$ cat src/tvt_pkg.sv
`timescale 1ns / 1ps

package tvt_pkg;

  // Field widths
  localparam int unsigned ActW    = 2;
  localparam int unsigned StatusW = 2;
  localparam int unsigned TagW    = 32;
  localparam int unsigned ValW    = 32;
  localparam int unsigned CapW    = 5;

  // Defaults
  localparam int unsigned   MaxSlotsDefault = 16;
  localparam logic [CapW-1:0] CapReset      = 5'd16;

  typedef enum logic [ActW-1:0] {
    ACT_GET    = 2'd0,
    ACT_SET    = 2'd1,
    ACT_REMOVE = 2'd2
  } action_e;

  typedef enum logic [StatusW-1:0] {
    ST_OK       = 2'd0,
    ST_NOTFOUND = 2'd1,
    ST_EXISTS   = 2'd2,
    ST_FULL     = 2'd3
  } status_e;

  typedef enum logic [3:0] {
    S_IDLE,
    S_DECODE,
    S_READ,
    S_CMP,
    S_MISS,
    S_APPEND,
    S_SHIFT,
    S_MOVE,
    S_RESULT
  } state_e;

  // Controller to datapath
  typedef struct packed {
    logic    req_load;
    logic    idx_clear;
    logic    idx_inc;
    logic    rd_en;
    logic    rd_next;
    logic    wr_en;
    logic    wr_shift;
    logic    cnt_inc;
    logic    cnt_dec;
    logic    res_load;
    status_e res_status;
    logic    res_use_value;
    logic    res_use_cap;
    logic    out_load;
  } cmd_t;

  // Datapath to controller
  typedef struct packed {
    action_e action;
    logic    act_valid;
    logic    tag_zero;
    logic    hit;
    logic    last;
    logic    empty;
    logic    has_room;
    logic    out_busy;
  } sts_t;

endpackage

$ cat src/tvt_datapath.sv
`timescale 1ns / 1ps

module tvt_datapath #(
  parameter int unsigned MAX_SLOTS = tvt_pkg::MaxSlotsDefault
) (
  input  logic                         clk_i,
  input  logic                         rst_ni,
  input  tvt_pkg::cmd_t                cmd_i,
  output tvt_pkg::sts_t                sts_o,
  input  logic [tvt_pkg::ActW-1:0]     action_i,
  input  logic [tvt_pkg::TagW-1:0]     tag_i,
  input  logic [tvt_pkg::ValW-1:0]     new_value_i,
  input  logic                         cfg_we_i,
  input  logic [tvt_pkg::CapW-1:0]     cfg_wdata_i,
  input  logic                         out_stall_i,
  output logic                         out_valid_o,
  output logic [tvt_pkg::StatusW-1:0]  status_o,
  output logic [tvt_pkg::ValW-1:0]     found_value_o
);
  import tvt_pkg::*;

  localparam int unsigned IdxW = $clog2(MAX_SLOTS);
  localparam int unsigned CntW = $clog2(MAX_SLOTS + 1);
  localparam int unsigned CmpW = ((CntW > CapW) ? CntW : CapW) + 2;

  // Pair store: tag in the upper half, value in the lower
  logic [TagW+ValW-1:0] mem_q [MAX_SLOTS];
  logic [TagW+ValW-1:0] rd_data_q;

  logic [ActW-1:0]    req_action_q;
  logic [TagW-1:0]    req_tag_q;
  logic [ValW-1:0]    req_value_q;
  logic [IdxW-1:0]    idx_q, idx_d;
  logic [CntW-1:0]    count_q, count_d;
  logic [CapW-1:0]    cap_q;
  logic [StatusW-1:0] res_status_q;
  logic [ValW-1:0]    res_value_q, res_value_d;
  logic               out_valid_q, out_valid_d;
  logic [StatusW-1:0] out_status_q;
  logic [ValW-1:0]    out_value_q;

  logic [CntW-1:0]    idx_plus;
  logic [IdxW-1:0]    rd_addr;
  logic [IdxW-1:0]    wr_addr;
  logic [TagW+ValW-1:0] wr_data;
  logic [CmpW-1:0]    cap_ext, max_ext, eff_cap;

  // Effective capacity and address selection
  always_comb begin
    cap_ext  = CmpW'(cap_q);
    max_ext  = CmpW'(MAX_SLOTS);
    eff_cap  = (cap_ext > max_ext) ? max_ext : cap_ext;
    idx_plus = CntW'(idx_q) + CntW'(1);
    rd_addr  = cmd_i.rd_next ? idx_plus[IdxW-1:0] : idx_q;
    wr_addr  = cmd_i.wr_shift ? idx_q : count_q[IdxW-1:0];
    wr_data  = cmd_i.wr_shift ? rd_data_q : {req_tag_q, req_value_q};
  end

  // Status towards the controller
  always_comb begin
    sts_o.action    = action_e'(req_action_q);
    sts_o.act_valid = (req_action_q != 2'd3);
    sts_o.tag_zero  = (req_tag_q == '0);
    sts_o.hit       = (rd_data_q[TagW+ValW-1:ValW] == req_tag_q);
    sts_o.last      = (idx_plus == count_q);
    sts_o.empty     = (count_q == '0);
    sts_o.has_room  = ((CmpW'(count_q) + CmpW'(2)) <= eff_cap);
    sts_o.out_busy  = out_valid_q && out_stall_i;
  end

  // Store access, read data registered
  always_ff @(posedge clk_i) begin
    if (cmd_i.wr_en) begin
      mem_q[wr_addr] <= wr_data;
    end
    if (cmd_i.rd_en) begin
      rd_data_q <= mem_q[rd_addr];
    end
  end

  // Request capture
  always_ff @(posedge clk_i) begin
    if (cmd_i.req_load) begin
      req_action_q <= action_i;
      req_tag_q    <= tag_i;
      req_value_q  <= new_value_i;
    end
  end

  // Index and fill count
  always_comb begin
    idx_d = idx_q;
    if (cmd_i.idx_clear) begin
      idx_d = '0;
    end else if (cmd_i.idx_inc) begin
      idx_d = idx_plus[IdxW-1:0];
    end
    count_d = count_q;
    if (cmd_i.cnt_inc) begin
      count_d = count_q + CntW'(1);
    end else if (cmd_i.cnt_dec) begin
      count_d = count_q - CntW'(1);
    end
  end

  always_ff @(posedge clk_i or negedge rst_ni) begin
    if (!rst_ni) begin
      idx_q   <= '0;
      count_q <= '0;
      cap_q   <= CapReset;
    end else begin
      idx_q   <= idx_d;
      count_q <= count_d;
      if (cfg_we_i) begin
        cap_q <= cfg_wdata_i;
      end
    end
  end

  // Result staging
  always_comb begin
    res_value_d = '0;
    if (cmd_i.res_use_value) begin
      res_value_d = rd_data_q[ValW-1:0];
    end else if (cmd_i.res_use_cap) begin
      res_value_d = ValW'(eff_cap);
    end
  end

  always_ff @(posedge clk_i) begin
    if (cmd_i.res_load) begin
      res_status_q <= cmd_i.res_status;
      res_value_q  <= res_value_d;
    end
    if (cmd_i.out_load) begin
      out_status_q <= res_status_q;
      out_value_q  <= res_value_q;
    end
  end

  // Output register valid
  always_comb begin
    out_valid_d = out_valid_q;
    if (cmd_i.out_load) begin
      out_valid_d = 1'b1;
    end else if (out_valid_q && !out_stall_i) begin
      out_valid_d = 1'b0;
    end
  end

  always_ff @(posedge clk_i or negedge rst_ni) begin
    if (!rst_ni) begin
      out_valid_q <= 1'b0;
    end else begin
      out_valid_q <= out_valid_d;
    end
  end

  assign out_valid_o   = out_valid_q;
  assign status_o      = out_status_q;
  assign found_value_o = out_value_q;

endmodule

$ cat src/tvt_ctrl.sv
`timescale 1ns / 1ps

module tvt_ctrl (
  input  logic          clk_i,
  input  logic          rst_ni,
  input  logic          in_valid_i,
  output logic          in_stall_o,
  input  tvt_pkg::sts_t sts_i,
  output tvt_pkg::cmd_t cmd_o
);
  import tvt_pkg::*;

  state_e state_q, state_d;

  // Next state
  always_comb begin
    state_d = state_q;
    case (state_q)
      S_IDLE: begin
        if (in_valid_i) begin
          state_d = S_DECODE;
        end
      end
      S_DECODE: begin
        if (!sts_i.act_valid || sts_i.tag_zero) begin
          state_d = S_RESULT;
        end else if (sts_i.empty) begin
          state_d = S_MISS;
        end else begin
          state_d = S_READ;
        end
      end
      S_READ: state_d = S_CMP;
      S_CMP: begin
        if (sts_i.hit) begin
          state_d = (sts_i.action == ACT_REMOVE) ? S_SHIFT : S_RESULT;
        end else if (sts_i.last) begin
          state_d = S_MISS;
        end else begin
          state_d = S_READ;
        end
      end
      S_MISS: begin
        if (sts_i.action == ACT_SET && sts_i.has_room) begin
          state_d = S_APPEND;
        end else begin
          state_d = S_RESULT;
        end
      end
      S_APPEND: state_d = S_RESULT;
      S_SHIFT:  state_d = sts_i.last ? S_RESULT : S_MOVE;
      S_MOVE:   state_d = S_SHIFT;
      S_RESULT: begin
        if (!sts_i.out_busy) begin
          state_d = S_IDLE;
        end
      end
      default:  state_d = S_IDLE;
    endcase
  end

  // Commands
  always_comb begin
    cmd_o = '0;
    cmd_o.res_status = ST_NOTFOUND;
    in_stall_o = (state_q != S_IDLE);
    case (state_q)
      S_IDLE: begin
        cmd_o.req_load  = in_valid_i;
        cmd_o.idx_clear = in_valid_i;
      end
      S_DECODE: begin
        if (!sts_i.act_valid || sts_i.tag_zero) begin
          cmd_o.res_load = 1'b1;
          case (sts_i.action)
            ACT_GET: begin
              cmd_o.res_status  = ST_OK;
              cmd_o.res_use_cap = 1'b1;
            end
            ACT_SET: cmd_o.res_status = ST_EXISTS;
            default: cmd_o.res_status = ST_NOTFOUND;
          endcase
        end
      end
      S_READ: cmd_o.rd_en = 1'b1;
      S_CMP: begin
        if (sts_i.hit) begin
          cmd_o.res_load = (sts_i.action != ACT_REMOVE);
          case (sts_i.action)
            ACT_GET: begin
              cmd_o.res_status    = ST_OK;
              cmd_o.res_use_value = 1'b1;
            end
            ACT_SET: cmd_o.res_status = ST_EXISTS;
            default: cmd_o.res_status = ST_NOTFOUND;
          endcase
        end else if (!sts_i.last) begin
          cmd_o.idx_inc = 1'b1;
        end
      end
      S_MISS: begin
        if (sts_i.action == ACT_SET) begin
          cmd_o.res_load   = !sts_i.has_room;
          cmd_o.res_status = ST_FULL;
        end else begin
          cmd_o.res_load   = 1'b1;
          cmd_o.res_status = ST_NOTFOUND;
        end
      end
      S_APPEND: begin
        cmd_o.wr_en      = 1'b1;
        cmd_o.cnt_inc    = 1'b1;
        cmd_o.res_load   = 1'b1;
        cmd_o.res_status = ST_OK;
      end
      S_SHIFT: begin
        if (sts_i.last) begin
          cmd_o.cnt_dec    = 1'b1;
          cmd_o.res_load   = 1'b1;
          cmd_o.res_status = ST_OK;
        end else begin
          cmd_o.rd_en   = 1'b1;
          cmd_o.rd_next = 1'b1;
        end
      end
      S_MOVE: begin
        cmd_o.wr_en    = 1'b1;
        cmd_o.wr_shift = 1'b1;
        cmd_o.idx_inc  = 1'b1;
      end
      S_RESULT: cmd_o.out_load = !sts_i.out_busy;
      default: ;
    endcase
  end

  always_ff @(posedge clk_i or negedge rst_ni) begin
    if (!rst_ni) begin
      state_q <= S_IDLE;
    end else begin
      state_q <= state_d;
    end
  end

endmodule

$ cat src/tagged_value_table.sv
`timescale 1ns / 1ps
// Tagged value table: up to MAX_SLOTS-1 tag/value pairs kept packed at the
// front of a store, tag zero acting as terminator. One request per transaction
// on the input channel (get, set or remove); exactly one result transaction
// (status, found value) on the output channel for each request.
// Both channels use valid/stall: a transaction moves on a rising edge with
// valid high and stall low.
// Sequence: one request at a time. After the accepting edge the block
// decodes the request, then scans pairs through the store, reading and
// comparing each in turn; on a miss it checks, for a set, for room and then
// appends; on a remove hit it shifts each later pair down one slot (read,
// move) and then updates the count; last it loads the output register. A
// tag-zero or unused action goes from decode straight to the result. A new
// request can be accepted from the cycle after the result is loaded.
// If the receiver stalls while the output register still holds a result, the
// block keeps the new result staged and stalls its input until the output
// register frees. Reset clears the pair count and sets slot_capacity to 16;
// store contents are not cleared. The user must write slot_capacity through
// cfg_we_i only while idle; the block itself does not enforce this.
module tagged_value_table #(
  parameter int unsigned MAX_SLOTS = tvt_pkg::MaxSlotsDefault
) (
  input  logic                         clk_i,
  input  logic                         rst_ni,
  input  logic                         in_valid_i,
  output logic                         in_stall_o,
  input  logic [tvt_pkg::ActW-1:0]     action_i,
  input  logic [tvt_pkg::TagW-1:0]     tag_i,
  input  logic [tvt_pkg::ValW-1:0]     new_value_i,
  output logic                         out_valid_o,
  input  logic                         out_stall_i,
  output logic [tvt_pkg::StatusW-1:0]  status_o,
  output logic [tvt_pkg::ValW-1:0]     found_value_o,
  input  logic                         cfg_we_i,
  input  logic [tvt_pkg::CapW-1:0]     cfg_wdata_i
);
  import tvt_pkg::*;

  cmd_t cmd;
  sts_t sts;

  // Sequencer
  tvt_ctrl u_ctrl (
    .clk_i      (clk_i),
    .rst_ni     (rst_ni),
    .in_valid_i (in_valid_i),
    .in_stall_o (in_stall_o),
    .sts_i      (sts),
    .cmd_o      (cmd)
  );

  // Store, counters and result registers
  tvt_datapath #(
    .MAX_SLOTS (MAX_SLOTS)
  ) u_datapath (
    .clk_i         (clk_i),
    .rst_ni        (rst_ni),
    .cmd_i         (cmd),
    .sts_o         (sts),
    .action_i      (action_i),
    .tag_i         (tag_i),
    .new_value_i   (new_value_i),
    .cfg_we_i      (cfg_we_i),
    .cfg_wdata_i   (cfg_wdata_i),
    .out_stall_i   (out_stall_i),
    .out_valid_o   (out_valid_o),
    .status_o      (status_o),
    .found_value_o (found_value_o)
  );

endmodule

$ cat config.mk
export PLATFORM = sky130hd
export DESIGN_NAME = tagged_value_table
export DESIGN_NICKNAME = d
export VERILOG_FILES = /design/src/tvt_pkg.sv /design/src/tvt_datapath.sv /design/src/tvt_ctrl.sv /design/src/tagged_value_table.sv
export SDC_FILE = /design/constraint.sdc
export NUM_CORES = 1
export LEC_CHECK = 0
export BUFFER_PORTS_ARGS = -buffer_cell sky130_fd_sc_hd__buf_2
export CORE_ASPECT_RATIO = 2
export CORE_UTILIZATION = 30
export CTS_CLUSTER_DIAMETER = 60
export CTS_CLUSTER_SIZE = 24
export DETAILED_ROUTE_END_ITERATION = 8
export PLACE_DENSITY = 0.55
export SYNTH_ARGS = -nofsm -noshare
export SYNTH_HDL_FRONTEND = slang
export SYNTH_HIERARCHICAL = 1
export SYNTH_SLANG_ARGS = --single-unit
$ cat constraint.sdc
create_clock -name clk_i -period 6.91 [get_ports clk_i]
set_input_delay 0.691 -clock clk_i [delete_from_list [all_inputs] [get_ports clk_i]]
set_output_delay 0.691 -clock clk_i [all_outputs]
set_load 0.005 [all_outputs]
==> flow_summary.toml, run 1 <==
[routing]
drt_pass1_iterations = 6
wirelength_microns = 172700
drc = 0
wire_per_inst_microns = 28.64
routed-via-count = 33760
drtAntennaViolNets = 0
drt_iter0_drc = 2868
viasPerCell = 5.601

[critical_path]
critPathLaunchType = "flip-flop"
crit_required_ns = 7.34
worstSetupPathType = "flip-flop to flip-flop"
end_kind = "flip-flop"
arrival_ns = 5.48
crit_chain = "or3b_1 -> nand3_1 -> o21ai_1 -> o22ai_1 -> and4_1 -> nor3_2 -> and2b_4 -> a22o_2 -> buf_4 -> a32oi_1 -> o22ai_1 -> nor3_2"
critPathSlowestCell = "and2b_4"
worstPathMaxFanout = 73
critPathTopFamily = "simple AND/OR/NAND/NOR gates"
max_stage_delay_ns = 0.94
crit_buf_inv = 1

[die]
start_util_pct = 30.21
rows = 220
die_x_microns = 302.9
die_area_sq_um = 182800
die-height_microns = 603.7
core_sq_um = 179700
num_io_pins = 112

[pwr]
p_seq_share_pct = 44.1
clkPwrFrac_pct = 23.6
p_switching_mw = 8.207
power_mw = 22.42
p_leak_nw = 18.85
power_density_nw_per_um2 = 372.6
peakVddDrop_mv = 0.4728
p_comb_share_pct = 32.3
power.share.switching_pct = 36.61
p_int_mw = 14.21

[sta]
setup_viol = 0
holdWs_ns = 0.1474
worstMarginPinSlew_ns = 1.265
period_minus_slack_ns = 5.049
slew_viol_final = 0
max_clock_freq_mhz = 198.0
rsz0062_at_grt = "no"
fin_crit_sh_pct = 73.07
relSlewSlack_pct = 15.46
hold_viol_final = 0
finClkSkew_ns = 0.04058
tns_ns = 0

[clock_tree]
clock_latency_ns = 0.72
cts_buffers = 78
clockBufferDepth = 3
cts_max_level = 3
path_clk_slew_ns = 0.08
cts_resized = 0
post-cts-setup-buffers = 0
cts-hold-fix-buffers = 1
cts_root_buf = "clkbuf_16"
cts_tree = "built"
cts_sinks = 1241

[logic_synthesis]
yosys.area.top_type = "edfxtp_1"
synth_top_area_share_pct = 67.57
syn_nets = 3748
syn_inst = 3661
synthDistinctLibCells = 71
synth.avg_cell_area_sq_um = 14.83
synthArstFlopShare_pct = 1.531
synth_flop_cell = "edfxtp_1"
synth_edf_count = 1222
syn_area_sq_um = 54310
ys_ff_latch = 1241
synth_seq_area_share_pct = 68.45
yosysWarnings = 6
yosys-top-cells-area = "edfxtp_1 68%, mux2i_1 8.1%, a22oi_1 5.9%"

[cells_and_area]
nets = 3730
drive_above_1_share_pct = 13.77
fin_area_sq_um = 60170
mostFrequentLayoutCells = "1222 x edfxtp_1, 439 x mux2i_1, 427 x a22oi_1"
fin_cells = 6028
final_common_cell = "edfxtp_1"
syn_to_final_growth_pct = 10.80

[global_route]
grt_max_degree = 183
antenna_found_initial = 4
overflow = 0
grt_pass1_vias = 33861
grt_pass1_wl_microns = 243800
grt_usage_pct = 18.60

[hold_path]
hold_path.class = "input pin to flip-flop"

[status]
outcome = "finished, final reports clean"

[placed_design]
place_hpwl_microns = 95850
placedCellCount = 5893
place_area_sq_um = 57440
io_buffers = 111
place.gp.congestion = 0.7892

[run]
drv_cap = 0
worst register-to-register path: cells and delay by family, from the launching register on:
family / cells / cell delay [ns]
AND/OR/NAND/NOR: 6 / 2.05
buffers and inverters: 1 / 0.39
AO/OA/AOI/OAI: 5 / 1.45
flip-flops: 1 / 0.88
registers in the layout, summed over array words and instances (netlist names), 5 cells and up:
signal	flops
u_datapath/cap_q	5
u_datapath/count_q	5
u_datapath/found_value_o	32
u_datapath/mem_q	1024
u_datapath/rd_data_q	64
u_datapath/req_tag_q	32
u_datapath/req_value_q	32
u_datapath/res_value_q	32
cell usage after synthesis, types with 3 or more instances:
| library cell | instances |
|---|---|
| nor4_1 | 16 |
| mux2_2 | 74 |
| nor3_1 | 43 |
| inv_1 | 9 |
| buf_6 | 13 |
| nand4_1 | 10 |
| and3_1 | 4 |
| nor2_1 | 43 |
| o22ai_1 | 109 |
| xor2_1 | 38 |
| a32oi_1 | 36 |
| nor2b_1 | 9 |
| o21ai_0 | 13 |
| a21oi_1 | 159 |
| nand3_1 | 249 |
| nor4b_1 | 3 |
| clkbuf_1 | 89 |
| buf_4 | 46 |
| nand2_2 | 3 |
| and2_1 | 30 |
| a22oi_1 | 427 |
| mux2i_1 | 439 |
| nand2_1 | 214 |
| buf_1 | 8 |
| nor3_2 | 31 |
| nor4_2 | 29 |
| a22o_1 | 39 |
| and2b_1 | 4 |
| a221oi_1 | 31 |
| edfxtp_1 | 1222 |
| a21o_1 | 4 |
| buf_2 | 127 |
| nand2b_1 | 6 |
| xnor2_1 | 9 |
| ha_1 | 10 |
| dfrtp_1 | 18 |
| o31ai_1 | 3 |
| a221oi_2 | 3 |
worst paths after layout:
kind | cells after the start | to | startpoint | slack (ns)
hold / removal | 1 | u_datapath/req_tag_q[8]$_DFFE_PP_ | tag_i[8] | 0.15
max in group asynchronous | 2 | u_datapath/idx_q[1]$_DFFE_PN0P_ | rst_ni | 5.94
min in group asynchronous | 2 | u_datapath/cap_q[0]$_DFFE_PN0P_ | rst_ni | 0.52
setup / recovery | 12 | u_datapath/rd_data_q[53]$_DFFE_PP_ | u_datapath/idx_q[2]$_DFFE_PN0P_ | 1.86
hold reg to reg | 0 | u_datapath/found_value_o[26]$_DFFE_PP_ | u_datapath/res_value_q[26]$_SDFFCE_PN0P_ | 0.42
setup reg to reg | 12 | u_datapath/rd_data_q[53]$_DFFE_PP_ | u_datapath/idx_q[2]$_DFFE_PN0P_ | 1.86
per-layer routing:
layer | share of wire, % | routed length [microns] | global-route usage [%] | up-vias
met5 | 0.0087 | 15 | 0 | -
met4 | 5.4 | 9377 | 9.349 | 2
met3 | 3.9 | 6655 | 1.717 | 356
met2 | 55 | 94410 | 35.27 | 1080
met1 | 36 | 62200 | 20.22 | 17720
li1 | - | - | - | 14602
stage by stage:
stage                     worst slack [ns]  utilization, %
after floorplan                      1.915               -
after global placement               1.898           31.95
after detailed placement             1.912           31.95
after CTS                            1.901           33.47
after global routing                 1.529           33.47
final                                1.861           33.47
power by group through the flow:
stage	Sequential, mW	Combinational (mW)	Clock [mW]
5_1_grt	9.94	7.72	5.63
3_3_place_gp	10.1	7.11	0
3_5_place_dp	10.1	7.25	0
2_1_floorplan	9.65	5.16	0
6_report	9.89	7.24	5.28
4_1_cts	9.90	7.26	5.42
layout make-up:
| type | instances | area [sq um] |
|---|---|---|
| Multi-Input combinational cell | 2126 | 15870 |
| Sequential cell | 1241 | 37180 |
| Antenna cell | 1 | 2.502 |
| Inverter | 9 | 36.28 |
| Fill cell | 17243 | 119600 |
| Clock inverter | 49 | 683.2 |
| Tap cell | 2331 | 2917 |
| Timing Repair Buffer | 187 | 1441 |
| Clock buffer | 84 | 2038 |
cells by family (layout without fill, tap and decap cells):
| logic type | Yosys count | count (layout) | share of synthesized area (%) |
|---|---|---|---|
| simple gates | 711 | 711 | 6.967 |
| flops | 1241 | 1241 | 68.45 |
| buf+inv | 294 | 329 | 2.836 |
| mux | 514 | 514 | 9.667 |
| xor+xnor | 51 | 51 | 0.8986 |
| fa+ha+maj | 11 | 11 | 0.2673 |
| compound gates | 839 | 839 | 10.92 |
| other cells | 0 | 1 | 0 |
Note: power is estimated with default switching activity, not from simulation.
==> run 2, diff against run 1 <==
==> constraint.sdc (replaced) <==
create_clock -name clk_i -period 4.5 [get_ports clk_i]
set_input_delay 0.45 -clock clk_i [delete_from_list [all_inputs] [get_ports clk_i]]
set_output_delay 0.45 -clock clk_i [all_outputs]
set_load 0.005 [all_outputs]
==> run 2 against run 1 <==
  * Via count rose by 0.25%
  * Flip-flop and latch count stayed put
  * Clock power increased by 55%
  * Final area rose by 2.4%
  * Sequential share of layout area is 1.5 points lower
  * Clock-buffer cell count is 2 higher
  * Combinational power grew 59%
  * Largest power group unchanged
==> flow_summary.toml, run 2 (synthesis results as in run 1) <==
[status]
outcome = "finished, final reports clean"

[placed_design]
io_buffers = 111
place_ws_ns = 0.5275
placedCellCount = 5941
place.gp.congestion = 0.8042
place_area_sq_um = 58160
place_hpwl_microns = 101200

[cells_and_area]
syn_to_final_growth_pct = 13.51
n_fill_cell = 17160
top_regs = "u_datapath/mem_q x1024, u_datapath/rd_data_q x64"
nets = 3853
final_common_cell = "edfxtp_1"
drive_above_1_share_pct = 14.63
largest-register = "u_datapath/mem_q"
fin_area_sq_um = 61640
final_util_pct = 34.29
largest_register_ffs = 1024
mostFrequentLayoutCells = "1222 x edfxtp_1, 439 x mux2i_1, 427 x a22oi_1"
fin_cells = 6153

[global_route]
grt_max_degree = 183
grt_usage_pct = 18.20
overflow = 0
grt_pass1_wl_microns = 240000
grt_pass1_vias = 34548
antenna_found_initial = 5

[critical_path]
crit_buf_inv = 3
r2r_setup_slack_ns = 0.51
cp-endpoint = "u_datapath/rd_data_q[0]$_DFFE_PP_"
crit_required_ns = 5.02
r2r_start = "u_datapath/count_q[2]$_DFFE_PN0P_"
critPathLaunchType = "flip-flop"
worstPathMaxFanout = 157
critPathTopFamily = "simple AND/OR/NAND/NOR gates"
max_stage_delay_ns = 0.64
end_kind = "flip-flop"
worstSetupPathType = "flip-flop to flip-flop"
critPathLaunch = "u_datapath/count_q[2]$_DFFE_PN0P_"
arrival_ns = 4.51
reg2reg_to = "u_datapath/rd_data_q[0]$_DFFE_PP_"
critPathSlowestCell = "buf_12"
reg2reg_depth = 14
cp_num_cells = 14
crit_chain = "or3b_1 -> nand3_1 -> o21ai_1 -> o22ai_1 -> and4_1 -> nor3_2 -> buf_4 -> and2b_4 -> buf_12 -> buf_4 -> a22oi_1 -> nand3_1 -> a21oi_1 -> nor4_2"

[routing]
drc = 0
wirelength_microns = 169100
drtAntennaViolNets = 0
drt_iter0_drc = 2545
wire_per_inst_microns = 27.48
viasPerCell = 5.501
drt_pass1_iterations = 6
routed-via-count = 33846

[sta]
period_minus_slack_ns = 3.991
max_clock_freq_mhz = 250.6
worstMarginPinSlew_ns = 1.084
hold_viol_final = 0
rsz0062_at_grt = "no"
relSlewSlack_pct = 27.75
fin_crit_sh_pct = 88.68
holdWs_ns = 0.09794
setup_viol = 0
layout_setup_ws_ns = 0.5094
slew_viol_final = 0
finClkSkew_ns = 0.05299

[pwr]
p_leak_nw = 19.55
peakVddDrop_mv = 0.5804
power_density_nw_per_um2 = 563.6

[run]
drv_cap = 0

[clock_tree]
cts_max_level = 3
path_clk_slew_ns = 0.09
cts_buffers = 80
clockBufferDepth = 3
cts_tree = "built"
post-cts-setup-buffers = 0
clock_latency_ns = 0.72
cts_root_buf = "clkbuf_16"
cts_sinks = 1241

[die]
num_io_pins = 112
rows = 220
start_util_pct = 30.21
die_area_sq_um = 182800
die-height_microns = 603.7
die_x_microns = 302.9
core_sq_um = 179700

[hold_path]
hold_path.class = "input pin to flip-flop"
==> run 2: metal layers <==
layer / vias to the layer above / global-route usage (%) / wire, microns
met5: - / 0 / 24
met4: 4 / 8.297 / 7862
met3: 324 / 1.878 / 7025
met2: 1047 / 35.41 / 94510
met1: 17655 / 19.19 / 59690
li1: 14816 / - / -
==> run 2: where the power goes <==
part	internal (mW)	switching, mW	total (mW)
clock network	3.75	4.43	8.18
logic	4.03	7.46	11.5
registers	14.3	0.755	15.1
total	22.1	12.6	34.7
==> run 2: layout make-up <==
class / count / area, sq um / share of cell area (%)
Clock inverter: 50 / 670.6 / 1.088
Antenna cell: 2 / 5.005 / 0.008119
Multi-Input combinational cell: 2126 / 15870 / 25.75
Inverter: 9 / 36.28 / 0.05886
Clock buffer: 86 / 2067 / 3.353
Sequential cell: 1241 / 37180 / 60.31
Timing Repair Buffer: 308 / 2895 / 4.697
Tap cell: 2331 / 2917 / 4.731
==> run 2: worst reg2reg max path: stages (launching register included) <==
cell and delay, ns:
dfrtp_1 0.54, or3b_1 0.41, nand3_1 0.09, o21ai_1 0.06
o22ai_1 0.15, and4_1 0.24, nor3_2 0.09, buf_4 0.21
and2b_4 0.28, buf_12 0.64, buf_4 0.47, a22oi_1 0.13
nand3_1 0.12, a21oi_1 0.11, nor4_2 0.29
==> run 2: worst min-delay path by stage <==
stage	start	endpoint	cells past startpoint
2_1_floorplan	rst_ni	u_ctrl/state_q[0]$_DFFE_PN0P_	0
3_3_place_gp	u_datapath/res_value_q[21]$_SDFFCE_PN0P_	u_datapath/found_value_o[21]$_DFFE_PP_	0
3_5_place_dp	u_datapath/res_value_q[13]$_SDFFCE_PN0P_	u_datapath/found_value_o[13]$_DFFE_PP_	0
4_1_cts	cfg_we_i	u_datapath/cap_q[3]$_DFFE_PN0P_	2
5_1_grt	cfg_we_i	u_datapath/cap_q[3]$_DFFE_PN0P_	2
6_report	cfg_we_i	u_datapath/cap_q[1]$_DFFE_PN0P_	2
==> run 2: metrics by stage <==
step                setup TNS, ns  power [mW]
floorplan                 -208.01       22.75
global placement                0       26.63
detailed placement              0       26.84
CTS                             0       35.05
global route                    0       36.13
finish                          0       34.74
==> run 2: timing repair <==
action | CTS | global route
gates resized for setup | 0 | 0
endpoints found under the hold margin | 89 | 0
hold buffers | 74 | 0
